## src/hdl/dqe_pkg.sv

```systemverilog
// package for the double-ended queue: request and status codes, fixed field widths
// no dependencies
package dqe_pkg;

  localparam int unsigned ValueW = 32;
  localparam int unsigned CountW = 5;

  typedef enum logic [1:0] {
    REQ_PUSH_HEAD = 2'd0,
    REQ_POP_HEAD  = 2'd1,
    REQ_PUSH_TAIL = 2'd2,
    REQ_POP_TAIL  = 2'd3
  } req_t;

  typedef enum logic [1:0] {
    ST_OK    = 2'd0,
    ST_EMPTY = 2'd1,
    ST_FULL  = 2'd2
  } status_t;

endpackage

```

## src/hdl/dqe_ram.sv

```systemverilog
// generic single-clock ram, one write port and one read port, registered read
// no dependencies
module dqe_ram #(
  parameter int unsigned WIDTH = 32,
  parameter int unsigned DEPTH = 16
) (
  input  logic                     clk,
  input  logic                     wr_en,
  input  logic [$clog2(DEPTH)-1:0] wr_addr,
  input  logic [WIDTH-1:0]         wr_data,
  input  logic                     rd_en,
  input  logic [$clog2(DEPTH)-1:0] rd_addr,
  output logic [WIDTH-1:0]         rd_data
);

  logic [WIDTH-1:0] mem [DEPTH];

  always_ff @(posedge clk) begin
    if (wr_en) begin
      mem[wr_addr] <= wr_data;
    end
    if (rd_en) begin
      rd_data <= mem[rd_addr];
    end
  end

endmodule

```

## src/hdl/double_ended_queue.sv

```systemverilog
// bounded double-ended queue of signed 32-bit values, top level
// depends on dqe_pkg and dqe_ram
//
// Each request pushes or pops one value at the head end or the tail end of a
// ring of DEPTH entries held in one synchronous ram. The block takes one
// request per cycle as long as results are taken and returns exactly one
// result per request: on acceptance it updates the head index, the tail index
// and the count and issues the ram access into the issue stage, which then
// carries the registered ram read data into the output register; the issue
// stage covers the registered read of the ram. A pop from an empty queue
// returns status empty and value 0; a push to a full queue is refused with
// status full. Every result carries the entry count after the request,
// reduced to 5 bits. Pop results of pushes read 0. Entries need no clearing
// after reset, since a pop only reads slots that a push has written.
module double_ended_queue
  import dqe_pkg::*;
#(
  parameter int unsigned DEPTH = 16
) (
  input  logic        clk,
  input  logic        rst_n,
  // request channel
  input  logic        in_tvalid,
  output logic        in_tready,
  input  logic [31:0] in_tdata,   // [31:0] push_value
  input  logic [1:0]  in_tuser,   // [1:0] req_type
  // result channel
  output logic        out_tvalid,
  input  logic        out_tready,
  output logic [39:0] out_tdata,  // [31:0] pop_value, [36:32] entry_count, [39:37] zero
  output logic [1:0]  out_tuser   // [1:0] status
);

  localparam int unsigned IW = (DEPTH > 1) ? $clog2(DEPTH) : 1;
  localparam int unsigned CW = $clog2(DEPTH + 1);
  localparam logic [IW-1:0] LastIdx = IW'(DEPTH - 1);
  localparam logic [CW-1:0] FullCnt = CW'(DEPTH);

  // ring pointers and count
  logic [IW-1:0] head_r, head_nxt;
  logic [IW-1:0] tail_r, tail_nxt;
  logic [CW-1:0] cnt_r, cnt_nxt;

  // neighbor slots of the two ends
  logic [IW-1:0] head_next, head_prev, tail_next, tail_prev;

  // ram access of the current request
  logic          op_wr, op_rd;
  logic [IW-1:0] op_addr;
  status_t       op_status;
  logic [31:0]   rd_data;

  // issue stage: request whose ram read is in flight
  logic          s1_valid_r;
  logic          s1_pop_r;
  status_t       s1_status_r;
  logic [CountW-1:0] s1_count_r;

  // output register
  logic          out_valid_r;
  logic [31:0]   out_value_r;
  status_t       out_status_r;
  logic [CountW-1:0] out_count_r;

  logic accept, out_free, s1_adv, empty, full;
  req_t req;

  assign req      = req_t'(in_tuser);
  assign empty    = (cnt_r == '0);
  assign full     = (cnt_r == FullCnt);
  assign out_free = !out_valid_r || out_tready;
  assign s1_adv   = s1_valid_r && out_free;
  // a new request may enter whenever the issue stage is empty or drains this cycle
  assign in_tready = !s1_valid_r || out_free;
  assign accept    = in_tvalid && in_tready;

  // ring wrap without modulo so any depth works
  assign head_next = (head_r == LastIdx) ? '0 : head_r + 1'b1;
  assign head_prev = (head_r == '0) ? LastIdx : head_r - 1'b1;
  assign tail_next = (tail_r == LastIdx) ? '0 : tail_r + 1'b1;
  assign tail_prev = (tail_r == '0) ? LastIdx : tail_r - 1'b1;

  // decode the request into one ram access and the new pointer values
  always_comb begin
    head_nxt  = head_r;
    tail_nxt  = tail_r;
    cnt_nxt   = cnt_r;
    op_wr     = 1'b0;
    op_rd     = 1'b0;
    op_addr   = head_r;
    op_status = ST_OK;
    case (req)
      REQ_PUSH_HEAD: begin
        if (full) begin
          op_status = ST_FULL;
        end else begin
          op_wr    = 1'b1;
          op_addr  = head_r;
          head_nxt = head_next;
          cnt_nxt  = cnt_r + 1'b1;
        end
      end
      REQ_POP_HEAD: begin
        if (empty) begin
          op_status = ST_EMPTY;
        end else begin
          op_rd    = 1'b1;
          op_addr  = head_prev;
          head_nxt = head_prev;
          cnt_nxt  = cnt_r - 1'b1;
        end
      end
      REQ_PUSH_TAIL: begin
        if (full) begin
          op_status = ST_FULL;
        end else begin
          op_wr    = 1'b1;
          op_addr  = tail_prev;
          tail_nxt = tail_prev;
          cnt_nxt  = cnt_r + 1'b1;
        end
      end
      REQ_POP_TAIL: begin
        if (empty) begin
          op_status = ST_EMPTY;
        end else begin
          op_rd    = 1'b1;
          op_addr  = tail_r;
          tail_nxt = tail_next;
          cnt_nxt  = cnt_r - 1'b1;
        end
      end
      default: begin
        op_status = ST_OK;
      end
    endcase
  end

  // every request touches one slot only, so a read and a write never meet in
  // the same cycle; a read right after a write sees the new data because the
  // write lands at the edge before the read samples the array
  dqe_ram #(
    .WIDTH (ValueW),
    .DEPTH (DEPTH)
  ) u_ram (
    .clk     (clk),
    .wr_en   (accept && op_wr),
    .wr_addr (op_addr),
    .wr_data (in_tdata),
    .rd_en   (accept && op_rd),
    .rd_addr (op_addr),
    .rd_data (rd_data)
  );

  // pointer and count registers
  always_ff @(posedge clk) begin
    if (!rst_n) begin
      head_r <= '0;
      tail_r <= '0;
      cnt_r  <= '0;
    end else if (accept) begin
      head_r <= head_nxt;
      tail_r <= tail_nxt;
      cnt_r  <= cnt_nxt;
    end
  end

  // issue stage; the ram read data holds while the stage stalls because no
  // new read is issued until it moves on
  always_ff @(posedge clk) begin
    if (!rst_n) begin
      s1_valid_r <= 1'b0;
    end else if (accept) begin
      s1_valid_r <= 1'b1;
    end else if (s1_adv) begin
      s1_valid_r <= 1'b0;
    end
  end

  always_ff @(posedge clk) begin
    if (accept) begin
      s1_pop_r    <= op_rd;
      s1_status_r <= op_status;
      s1_count_r  <= CountW'(cnt_nxt);
    end
  end

  // output register
  always_ff @(posedge clk) begin
    if (!rst_n) begin
      out_valid_r <= 1'b0;
    end else if (out_free) begin
      out_valid_r <= s1_valid_r;
    end
  end

  always_ff @(posedge clk) begin
    if (s1_adv) begin
      out_value_r  <= s1_pop_r ? rd_data : '0;
      out_status_r <= s1_status_r;
      out_count_r  <= s1_count_r;
    end
  end

  assign out_tvalid = out_valid_r;
  assign out_tdata  = {3'b000, out_count_r, out_value_r};
  assign out_tuser  = out_status_r;

endmodule

```

## config.mk

```make
export PLATFORM = sky130hd
export DESIGN_NAME = double_ended_queue
export DESIGN_NICKNAME = d
export VERILOG_FILES = /design/src/hdl/dqe_pkg.sv /design/src/hdl/dqe_ram.sv /design/src/hdl/double_ended_queue.sv
export SDC_FILE = /design/constraint.sdc
export NUM_CORES = 1
export LEC_CHECK = 0
export ABC_AREA = 0
export BUFFER_PORTS_ARGS = -buffer_cell sky130_fd_sc_hd__buf_2
export CAP_MARGIN = 25
export CORE_UTILIZATION = 45
export DETAILED_ROUTE_END_ITERATION = 16
export PLACE_DENSITY = 0.67
export SLEW_MARGIN = 20
export SYNTH_ARGS = -nofsm -noshare
export SYNTH_HDL_FRONTEND = slang
export SYNTH_SLANG_ARGS = --single-unit
```

## constraint.sdc

```tcl
create_clock -name clk -period 17.6 [get_ports clk]
set_clock_uncertainty 0.2 [all_clocks]
set_input_delay 3.52 -clock clk [delete_from_list [all_inputs] [get_ports clk]]
set_output_delay 3.52 -clock clk [all_outputs]
set_load 0.02 [all_outputs]
```

# --- Word-level counts from Yosys, hierarchy flattened ---
# Memory sizes are Yosys's and may differ from the RTL's. A register that Yosys moved wholly into a read port is not among the register bits.
# Index checks and enable logic that the tools add are counted.
word_totals:
  latch_bits: 0
  word_cells: 73
  mem_bits_rw: 512
  romBits: 0
  reg_bits: 62
  memories: 1
  input_bits: 38
  output_inout_bits: 44
classes:
  n_reduce_logical: 19
  bitwise: 0
  n_shift: 0
  div: 0
  addsub: 6
  n_eq_ne: 9
  order_cmp: 0
  muxes: 27
  n_mul: 0
memory_table:
  columns: ["memory", "words", "word_bits", "read_ports", "rd_clocked_by_memory_dff", "write_ports", "line", "rtl"]
  rows:
  - ["u_ram.mem", 16, 32, 1, 1, 1, "dqe_ram.sv:16", "logic [WIDTH-1:0] mem [DEPTH];"]
op_table:
  columns: ["operator", "count"]
  rows:
  - ["2-to-1 mux 4 bit", 10]
  - ["one-hot mux 4 bit (2 select lines)", 2]
  - ["one-hot mux 4 bit (4 select lines)", 1]
  - ["2-to-1 mux 5 bit", 2]
  - ["one-hot mux 5 bit (2 select lines)", 1]
  - ["2-to-1 mux 1 bit", 9]
  - ["adder 4 x 1 -> 4 bit, second input constant", 2]
  - ["== test 4 bit, second input constant", 2]
  - ["logical NOT 4 bit", 2]
  - ["subtractor 4 x 1 -> 4 bit, second input constant", 2]
  - ["inequality test 2 bit, second input constant", 3]
  - ["nonzero test 2 bit", 3]
  - ["adder 5 x 1 -> 5 bit, second input constant", 1]
  - ["== test 5 bit, second input constant", 1]
  - ["logical NOT 5 bit", 1]
  - ["subtractor 5 x 1 -> 5 bit, second input constant", 1]
  - ["== test 2 bit, second input constant", 2]
  - ["logical AND 1 bit", 4]
  - ["one-hot mux 2 bit (2 select lines)", 1]
  - ["AND reduction 4 bit", 1]
  - ["OR reduction 2 bit", 2]
  - ["AND reduction 3 bit", 1]
  - ["== test 2 x 1 -> 1 bit, second input constant", 1]
  - ["logical NOT 1 bit", 2]
  - ["other kinds (3)", 4]

# --- Depth between registers and ports, before layout ---
depth:
  ltp_word: 7
  ltp_mapped: 14
  mapped_depth_nobuf: 10

# --- Modules after synthesis ---
# From an unflattened synthesis, not the netlist that was laid out.
unflattened:
  hier_cells: 1129
  hier_area_um2: 23376.2
modules_own_cells:
  columns: ["module", "seq_area_each_um2", "area_per_inst_um2", "cells_each", "n_inst"]
  rows:
  - ["dqe_ram", 16335.7, 20155.6, 838, 1]
  - ["double_ended_queue", 1711.6, 3220.6, 291, 1]

# --- Worst setup path before layout ---
# Ideal clock, no wire load.
synth_timing:
  path_type: "input to register"
  start: "input port in_tuser[0]"
  end: "memory u_ram.mem[0][0], enable pin"
  path_slack_ns: 9.548
  n_path_buf: 5
  setup_time_ns: 0.461
  required_time_ns: 16.939
  path_stages: 10
  arrival_ns: 7.391
  cell_sequence: "buf_2 -> buf_4 -> nand2_1 -> o32ai_1 -> o211ai_2 -> buf_2 -> buf_4 -> buf_1 -> nand3_1 -> nor3_1"
synth_via:
  elab_chain_cells: 6
  word_cells_on_any_way: 10
  cone_classes: "eq/ne: 3; mux: 4; reduce/logical: 3"
synth_lines:
  columns: ["item", "line", "rtl"]
  rows:
  - ["start, declared", "double_ended_queue.sv:26", "input logic [1:0] in_tuser,"]
  - ["== test 2 bit / logical NOT 2 bit (equally long branches)", "double_ended_queue.sv:92", "case (req)"]
  - ["OR reduction 2 bit (no line)", null, null]
  - ["2-to-1 mux 1 bit", null, null]
  - ["logical AND 1 bit", "double_ended_queue.sv:147", ".wr_en (accept && op_wr),"]
  - ["2-to-1 mux 1 bit", "dqe_ram.sv:19", "if (wr_en) begin"]
  - ["2-to-1 mux 1 bit (not written as such)", "dqe_ram.sv:20", "mem[wr_addr] <= wr_data;"]
  - ["end, declared", "dqe_ram.sv:16", null]
# Parallel ways exist; a longest one is shown, timed or not.

# --- Worst setup path in the final report ---
layout_timing:
  start: "input port out_tready"
  end: "output port in_tready"
layout_via:
  elab_chain_cells: 2
layout_lines:
  columns: ["item", "line", "rtl"]
  rows:
  - ["start, declared", "double_ended_queue.sv:29", "input logic out_tready,"]
  - ["logical OR 1 bit", "double_ended_queue.sv:71", "assign out_free = !out_valid_r || out_tready;"]
  - ["logical OR 1 bit", "double_ended_queue.sv:74", "assign in_tready = !s1_valid_r || out_free;"]
  - ["end, declared", "double_ended_queue.sv:24", "output logic in_tready,"]
# Every way passes these cells.

==> impl_metrics.csv <==
group,metric,value,unit
place,hpwl,30.01,mm
sta,setup_viol,0,
route,wl_per_cell,24.21,µm
logic_synthesis,synth_async_sr_flop_share,0,
cts,cts.htree.levels,2,
final_layout,final_cell_mix,"edfxtp_1, nand2_1, and3_1",
route,drt-total-wl,58.45,mm
critical_path,end_kind,"output pin",
cts,clkSinkCount,606,
floorplan,fp.dieW,234.4,µm
logic_synthesis,synth_flop_cell,"edfxtp_1",
route,routed-via-count,14520,
final_layout,fin_nets,1723,
cts,holdBufCountCts,0,
cts,root_buffer,"clkbuf_16",
floorplan,start_util,0.4589,
critical_path,arrival,4.21,ns
power_and_ir_drop,cellPowerDensity,124.1,nW/µm²
grt,grt_use_met3,0.03368,
grt,grt_pass1_wl,87.84,mm
logic_synthesis,synth_edf_count,591,
run,drv_cap,0,
floorplan,io_pins,82,
hold_path,hp-class,"reg -> reg",
logic_synthesis,netlist_instances,1627,
critical_path,critPathKind,"in -> out",
grt,met1_usage,0.2906,
grt,grtUsageMet2,0.3509,
route,antenna_left,0,
logic_synthesis,synth_cell_type_count,65,
cts,cts_setup_buffers,0,
grt,grt_start_max_net_pins,178,
final_layout,final_layout_size_suffix_gt1_frac,0.1548,
sta,slew_headroom,0.3011,
sta,fmax,126.0,MHz
logic_synthesis,syn_avg_cell_area,14.94,µm²
route,drt_iter0_drc,1484,
sta,finalSetupTns,0,ns
grt,gr-max-usage-layer,"met2",
critical_path,crit_fanout,4,
cts,cts_made_buffers,59,
route,via_per_inst,6.013,
sta,fin_crit,7.934,ns
logic_synthesis,ys_seq_area_frac,0.7425,
floorplan,die_y,234.4,µm
final_layout,area_delta_synth_final,11.83,%
grt,grt_pass1_vias,14140,
place,port_buffers,78,
cts,cts_tree,"built",
final_layout,layout_commonest_cell,"edfxtp_1",
sta,finalHoldViolCount,0,
critical_path,reg2reg_from,"cnt_r[0]",
final_layout,multi_input_area,5695,µm²
sta,drv_slew,0,
critical_path,start_kind,"input pin",
power_and_ir_drop,p_total,3372,µW
logic_synthesis,synthesis.area,24310,µm²
logic_synthesis,yosysWarnings,0,
cts,cts_resized,0,
logic_synthesis,ys_ff_latch,606,
sta,fin_crit_sh,0.4508,
floorplan,coreArea,52970,µm²
place,routabilityCongestion,0.8227,
grt,antenna_found_initial,2,
sta,tightest_slew,1.043,ns
power_and_ir_drop,power.leakage,0.009185,µW
grt,grtUsageTotal,0.2148,
route,drc,0,
cts,clkTransAtPathRegs,0.06,ns
floorplan,num_rows,84,
final_layout,seqCellArea,18050,µm²
critical_path,crit_start,"out_tready",
sta,rsz0062_at_grt,"no",
route,drt-pass1-iter-count,5,
final_layout,fillers,4342,
critical_path,required,13.88,ns
grt,overflow,0,
cts,clock_path_buffers,3,
floorplan,die_area,54950,µm²
hold_path,min_from,"s1_count_r[3]",
outcome,outcome,"complete, no violations",
cts,clk-insertion-delay-late,0.63,ns
power_and_ir_drop,peakVddDrop,77.70,µV
-- synthesized netlist by cell type (all sizes together), types with 2 or more instances --
library cell / n / area (µm²)
a211oi: 129 / 1089
a21oi: 19 / 95.09
a221oi: 3 / 26.28
a311oi: 125 / 1101
a31oi: 3 / 18.77
and2: 33 / 206.5
and3: 128 / 800.8
buf: 63 / 386.6
clkbuf: 68 / 255.2
dfxtp: 15 / 300.3
edfxtp: 591 / 17750
ha: 7 / 87.58
inv: 15 / 56.30
mux2: 4 / 45.04
mux2i: 8 / 80.08
nand2: 271 / 1044
nand2b: 2 / 12.51
nand3: 6 / 30.03
nor2: 26 / 97.59
nor2b: 5 / 31.28
nor3: 21 / 105.1
o211ai: 3 / 41.29
o21ai: 8 / 40.03
o22a: 3 / 27.53
o22ai: 3 / 18.77
o32ai: 2 / 17.52
or2: 2 / 12.52
or3: 3 / 18.77
or3b: 3 / 26.28
or4: 31 / 232.7
xnor2: 6 / 52.55
xor2: 2 / 17.52
-- sequential cells by signal, summed over array words and instances, names as in the netlist --
register / count
cnt_r: 5
s1_count_r: 5
tail_r: 4
out_value_r: 32
u_ram.rd_data: 32
out_count_r: 5
out_tvalid: 1
u_ram.mem: 512
s1_status_r: 2
head_r: 4
s1_pop_r: 1
out_tuser: 2
s1_valid_r: 1
-- path summary, 6_finish.rpt --
check                      endpoint  slack, ns  depth (start not counted)
hold reg to reg      out_count_r[3]       0.22                          0
hold / removal       out_count_r[3]       0.22                          0
setup / recovery          in_tready       9.67                          4
setup reg to reg  u_ram.rd_data[30]      12.18                         10
-- cell families (layout without fill, tap and decap cells) --
logic type,after synthesis,after routing,share of synthesized area
AND/OR/NAND/NOR,536,536,0.1100
adder cells (fa/ha/maj),7,7,0.003603
flip-flops,606,606,0.7425
multiplexers,13,13,0.006074
XOR/XNOR,8,8,0.002883
buffers and inverters,146,242,0.02872
other,1,4,0.0001543
AO/OA/AOI/OAI,310,310,0.1060
-- final cells by class --
type,instances,share of cell area
Clock inverter,31,0.008976
Clock buffer,77,0.05754
Timing Repair Buffer,119,0.02615
Antenna cell,1,0.00009206
Inverter,15,0.002071
Sequential cell,606,0.6640
Tap cell,688,0.03167
Multi-Input combinational cell,877,0.2095
-- through the flow --
stage | hold WS (ns) | setup slack (ns) | instances | util | area, µm²
after floorplan | 0.2003 | 9.548 | 1629 | - | 24310
after global placement | 0.2023 | 9.474 | 2305 | 0.4790 | 25370
after detailed placement | 0.2045 | 9.473 | 2305 | 0.4790 | 25370
after CTS | 0.2199 | 9.653 | 2413 | 0.5131 | 27180
after global routing | 0.2284 | 9.539 | 2413 | 0.5131 | 27180
final | 0.2191 | 9.666 | 2414 | 0.5131 | 27180
-- critical path: stages --
cell	delay (ns)
buf_2	0.09
nor2b_1	0.31
nand2_1	0.12
buf_2	0.17
-- routing by layer --
metal  up-vias  wire length [µm]
met5         -                13
met4         2              1612
met3       105              4342
met2       627             28430
met1      7302             24060
li1       6480                 -
-- power breakdown --
| part | internal, µW | total (µW) | switching (µW) |
|---|---|---|---|
| Sequential | 1650 | 1670 | 16.6 |
| Combinational | 152 | 513 | 361 |
| Clock | 669 | 1190 | 524 |
(Power assumes the default switching activity.)
